==> config.mk <==
export PLATFORM = sky130hd
export DESIGN_NAME = ptzs_ctrl
export DESIGN_NICKNAME = d
export VERILOG_FILES = /design/src/hw/rtl/ptzs_pkg.sv /design/src/hw/rtl/ptzs_ctrl.sv
export SDC_FILE = /design/constraint.sdc
export NUM_CORES = 1
export LEC_CHECK = 0
export BUFFER_PORTS_ARGS = -buffer_cell sky130_fd_sc_hd__buf_4
export CAP_MARGIN = 20
export CORE_MARGIN = 1.5
export CORE_UTILIZATION = 30
export CTS_BUF_LIST = sky130_fd_sc_hd__clkbuf_16
export DETAILED_ROUTE_END_ITERATION = 10
export MAX_ROUTING_LAYER = met4
export PLACE_DENSITY = 0.55
export SYNTH_ARGS = -nofsm -noshare
export SYNTH_HDL_FRONTEND = slang
export SYNTH_SLANG_ARGS = --single-unit
==> constraint.sdc <==
create_clock -name clock -period 2.6 [get_ports clock]
set_clock_uncertainty 0.2 [all_clocks]
set_input_delay 0.52 -clock clock [delete_from_list [all_inputs] [get_ports clock]]
set_output_delay 0.52 -clock clock [all_outputs]
set_load 0.02 [all_outputs]
==> src/hw/rtl/ptzs_pkg.sv <==
// Shared types and constants for the preset tour sequencer.
// Holds command codes, status codes, register indexes and the
// controller to datapath command and status structs.
package ptzs_pkg;

   localparam int CHANNELS = 16;
   localparam int TOURS    = 8;
   localparam int POINTS   = 16;

   localparam int CH_W     = 4;
   localparam int TOUR_W   = 3;
   localparam int POINT_W  = 4;
   localparam int ADDR_W   = CH_W + TOUR_W + POINT_W;
   localparam int DEPTH    = CHANNELS * TOURS * POINTS;
   localparam int ENTRY_W  = 24;

   localparam logic [31:0] IDLE_DUE = 32'h7fff_ffff;

   localparam logic [2:0] CMD_TICK   = 3'd0;
   localparam logic [2:0] CMD_ENTER  = 3'd1;
   localparam logic [2:0] CMD_SET    = 3'd2;
   localparam logic [2:0] CMD_LEAVE  = 3'd3;
   localparam logic [2:0] CMD_RUN    = 3'd4;
   localparam logic [2:0] CMD_STOP   = 3'd5;
   localparam logic [2:0] CMD_DELETE = 3'd6;

   localparam logic [2:0] ST_OK       = 3'd0;
   localparam logic [2:0] ST_BAD_CH   = 3'd1;
   localparam logic [2:0] ST_BAD_TOUR = 3'd2;
   localparam logic [2:0] ST_RUNNING  = 3'd3;
   localparam logic [2:0] ST_CURSOR   = 3'd4;

   localparam logic [1:0] CSR_CHAN_COUNT = 2'd0;
   localparam logic [1:0] CSR_EMU_MASK   = 2'd1;
   localparam logic [1:0] CSR_DWELL_GAP  = 2'd2;

   typedef enum logic [3:0] {
      ACT_NONE,
      ACT_CLEAR,
      ACT_LOAD,
      ACT_DECODE,
      ACT_UNUSE,
      ACT_GO,
      ACT_GO_NEXT,
      ACT_SCAN,
      ACT_REARM,
      ACT_PUBLISH
   } act_type;

   typedef enum logic [2:0] {
      RT_DONE,
      RT_UNUSE,
      RT_GO,
      RT_JUMP,
      RT_SCAN
   } route_type;

   typedef struct packed {
      act_type act;
   } dp_cmd_type;

   typedef struct packed {
      logic      clr_last;
      route_type route;
      logic      ptr_end;
      logic      rd_used;
      logic      ptr_last;
      logic      out_free;
   } dp_stat_type;

endpackage

==> src/hw/rtl/ptzs_ctrl.sv <==
// Controller state machine of the preset tour sequencer.
// Sequences clearing, decode, memory sweeps and tick steps; depends on ptzs_pkg.
module ptzs_ctrl (
   input  logic                   clock,
   input  logic                   reset,
   input  logic                   req_valid,
   output logic                   req_ready,
   output ptzs_pkg::dp_cmd_type   cmd_out,
   input  ptzs_pkg::dp_stat_type  stat_in
);

   typedef enum logic [3:0] {
      S_CLEAR, S_IDLE, S_DECODE, S_ROUTE, S_UNUSE, S_GO_RD, S_GO_USE, S_GO_RD2,
      S_GO_NEXT, S_J_RD, S_J_SET, S_SC_RD, S_SC_CHK, S_DONE
   } state_type;

   state_type state_ff;
   state_type state_in;

   always_comb begin
      state_in    = state_ff;
      cmd_out.act = ptzs_pkg::ACT_NONE;
      case (state_ff)
         S_CLEAR: begin
            cmd_out.act = ptzs_pkg::ACT_CLEAR;
            if (stat_in.clr_last) state_in = S_IDLE;
         end
         S_IDLE: begin
            if (req_valid) begin
               cmd_out.act = ptzs_pkg::ACT_LOAD;
               state_in    = S_DECODE;
            end
         end
         S_DECODE: begin
            cmd_out.act = ptzs_pkg::ACT_DECODE;
            state_in    = S_ROUTE;
         end
         S_ROUTE: begin
            case (stat_in.route)
               ptzs_pkg::RT_UNUSE: state_in = S_UNUSE;
               ptzs_pkg::RT_GO:    state_in = S_GO_USE;
               ptzs_pkg::RT_JUMP:  state_in = S_J_SET;
               ptzs_pkg::RT_SCAN:  state_in = S_SC_CHK;
               default:            state_in = S_DONE;
            endcase
         end
         S_UNUSE: begin
            cmd_out.act = ptzs_pkg::ACT_UNUSE;
            if (stat_in.ptr_end) state_in = S_DONE;
         end
         S_GO_RD:   state_in = S_GO_USE;
         S_GO_USE: begin
            cmd_out.act = ptzs_pkg::ACT_GO;
            state_in    = S_GO_RD2;
         end
         S_GO_RD2:  state_in = S_GO_NEXT;
         S_GO_NEXT: begin
            cmd_out.act = ptzs_pkg::ACT_GO_NEXT;
            state_in    = S_DONE;
         end
         S_J_RD:    state_in = S_J_SET;
         S_J_SET: begin
            cmd_out.act = ptzs_pkg::ACT_REARM;
            state_in    = S_DONE;
         end
         S_SC_RD:   state_in = S_SC_CHK;
         S_SC_CHK: begin
            cmd_out.act = ptzs_pkg::ACT_SCAN;
            state_in    = (!stat_in.rd_used || stat_in.ptr_last) ? S_J_RD : S_SC_RD;
         end
         S_DONE: begin
            if (stat_in.out_free) begin
               cmd_out.act = ptzs_pkg::ACT_PUBLISH;
               state_in    = S_IDLE;
            end
         end
         default: state_in = S_IDLE;
      endcase
   end

   always_ff @(posedge clock) begin
      if (reset) begin
         state_ff <= S_CLEAR;
      end else begin
         state_ff <= state_in;
      end
   end

   assign req_ready = (state_ff == S_IDLE);

endmodule

==> metrics.md <==
| Metric | Value |
|---|---|
| Drt drc | `0` |
| Avg WL per Cell | `12.58 um` |
| Vert. Die Dim | `41.91 um` |
| Mean Syn Cell Area | `approximately 7.6 um2` |
| Post-Syn Area | `454.2 um2` |
| Root cell of the clock tree | `clkbuf_16` |
| Buffers on Ports | `15` |
| CTS tree | `yes` |
| Final non-filler cell total | `90` |
| Final hold slack | `0.3066 ns` |
| Adder-Cell Fraction of Synth Area | `0%` |
| Vias in the first global route | `approximately 430` |
| Cell accounting for the most synthesized area | `dfxtp_1` |
| Synth Net Count | `71` |
| Post-CTS setup buffer count | `0` |
| Unique masters post-synth | `31` |
| Number of flops mapped to enable cells by yosys | `0` |
| Simple-Gate Fraction of Synth Area | `31.68%` |
| Mux contribution to synthesized area | `0%` |
| RSZ-0062 raised after global routing | `no` |
| Pin slew with the least headroom to its limit | `0.5062 ns` |
| Synth warn | `0` |
| WP data arrival | `1.47 ns` |
| Io pins | `16` |
| Antenna fix cells | `0` |
| Final setup fails | `0` |
| CTS Hold Bufs | `0` |
| First-iteration detailed-routing DRC count | `17` |
| Clock transition at the registers of the reported paths | `0.03 ns` |
| Worst Hold Class | `in -> reg` |
| Startpoint types | `flop` |
| MaxCap Viol Count | `0` |
| Met1 usage in global routing | `19.74%` |
| Highest achievable clock rate | `457.1 MHz` |
| Initial Util | `33.64%` |
| RD Place Congestion | `about 0.73` |
| Max Buffers Root-to-Sink | `2` |
| Top-area cell type share of the netlist area | `17.63%` |
| Num CTS Buffers | `3` |
| H-tree levels | `1` |
| Tcrit/Tclk final | `a little over four fifths` |
| Most common cell after layout, fill and taps aside | `buf_4` |
| Share of cells above drive strength 1 | `33.33%` |
| Synth Area in XOR/XNOR | `5.785%` |
| First-pass GRT wire length | `1883 um` |
| Gr usage total | `approximately 14%` |
| Largest net degree at the start of global routing | `16` |
| Async SR Flop Fraction | `0%` |
| Initial antenna violation count | `0` |
| Most flop-heavy register | `state_ff` |
| Main combinational cell family by area after synthesis | `compound AO/OA/AOI/OAI gates` |
| Top Registers | `state_ff: 4 flops` |
| CP Data Required Time | `about 1.9 ns` |
| Status | `complete, no violations` |
| Vias per cell | `approximately 5.5` |
| Post-detail-place hpwl | `852.2 um` |
| Met2 Use GR | `about a fifth` |
| Post-placement cell count | `87` |
| Core area | `1350 um2` |
| Sequential cell area fraction in the yosys report | `17.63%` |
| Met3 usage | `1.739%` |
| Pwr Density | `approximately 1200 nW/um2` |
| Remaining antenna violation count | `0` |
| Synth Area in Compound Gates | `about 37%` |
| Cell count after synthesis | `60` |
| Vias | `493` |
| Top flip-flop cell by instance count after synthesis | `dfxtp_1` |
| Slew Limit Fails | `0` |
| # resized after CTS | `0` |
| Layout Area Growth over Synthesis | `40.50%` |
| CP max FO | `15` |
| Clk_lat worst skew | `0.22 ns` |
| Drt first pass iters | `4` |
| Die ar. | `1756 um2` |
| Hold Violations, Final | `0` |
| Max reg flops | `4` |
| Slew Limit Headroom | `66.21%` |
| Largest cells by area after synthesis | `dfxtp_1 (18%), nand2_1 (7.4%), xnor2_1 (5.8%), buf_4 (5.0%), nand2b_1 (4.1%)` |
| #FFs+latches synth | `4` |
| Largest vdd supply drop | `0.5581 mV` |
| Setup TNS | `0 ns` |
| Grt peak-use layer | `met1` |
| Static leakage | `0.2574 nW` |
| Final worst path period need | `roughly 2.2 ns` |
| Remaining Overflow, GRT | `0` |
| Std cell rows | `13` |
| Most frequent cells in the layout | `buf_4 (15), nand2_1 (9), nor2_1 (5)` |
| Final wirelength | `1132 um` |
| Clock sinks | `4` |
| Endpoint type of the worst setup path | `output pin` |
| Nets | `88` |
| Die Wd | `41.91 um` |
| Critical path type | `reg -> out` |
## final timing paths
kind / endpoint / slack [ns] / from / depth (start not counted)
worst max register to register: state_ff[1] / 0.84 / state_ff[3] / 4
worst min-delay path: state_ff[3] / 0.31 / reset / 2
worst min register to register: state_ff[3] / 0.54 / state_ff[0] / 2
worst max-delay path: cmd_out[1] / 0.41 / state_ff[3] / 4
## per-layer routing
metal  wire length [um]  vias up
met5                  0        -
met4                  0        0
met3                 47        0
met2                543       10
met1                540      227
li1                   -      256
## cell families after synthesis
group,after synthesis
AOI/OAI and AO/OA,19
xor gates and xnor gates,3
buffers and inverters,7
DFF,4
and+or+nand+nor,27
## report_power, final
group	switching (W)	internal [W]
logic	0.000192	0.000164
registers	0.0000660	0.0000820
clock network	0.0000385	0.000196
## through the flow
stage / util, % / area (um2) / setup WS (ns) / power [W]
2_1_floorplan: - / 454.2 / 0.4846 / 0.0004100
3_5_place_dp: 41.71 / 563.0 / 0.6503 / 0.0005067
5_1_grt: 47.27 / 638.1 / 0.2845 / 0.0007905
6_report: 47.27 / 638.1 / 0.4124 / 0.0007390
3_3_place_gp: 41.71 / 563.0 / 0.6563 / 0.0005074
4_1_cts: 47.27 / 638.1 / 0.4135 / 0.0007440
## layout make-up
class / count / area, um2
clock buffer: 3 / 75.07
fill: 138 / 711.9
inverter: 4 / 15.01
multi-input combinational: 49 / 336.6
sequential: 4 / 80.08
tap: 15 / 18.77
timing repair buffer: 15 / 112.6
## cell usage after synthesis, drive strengths merged, types with 2 or more instances
library cell  n
a21oi         3
buf           3
dfxtp         4
inv           4
nand2         9
nand2b        3
nor2          5
nor3          4
o211ai        2
o22ai         3
xnor2         3
## worst max-delay path: stages, from the launching register on
cell      delay (ns)
dfxtp_1         0.62
nand2b_1        0.22
a21oi_1         0.17
a21o_1          0.10
buf_4           0.13
Power figures use the tool's default switching activity.
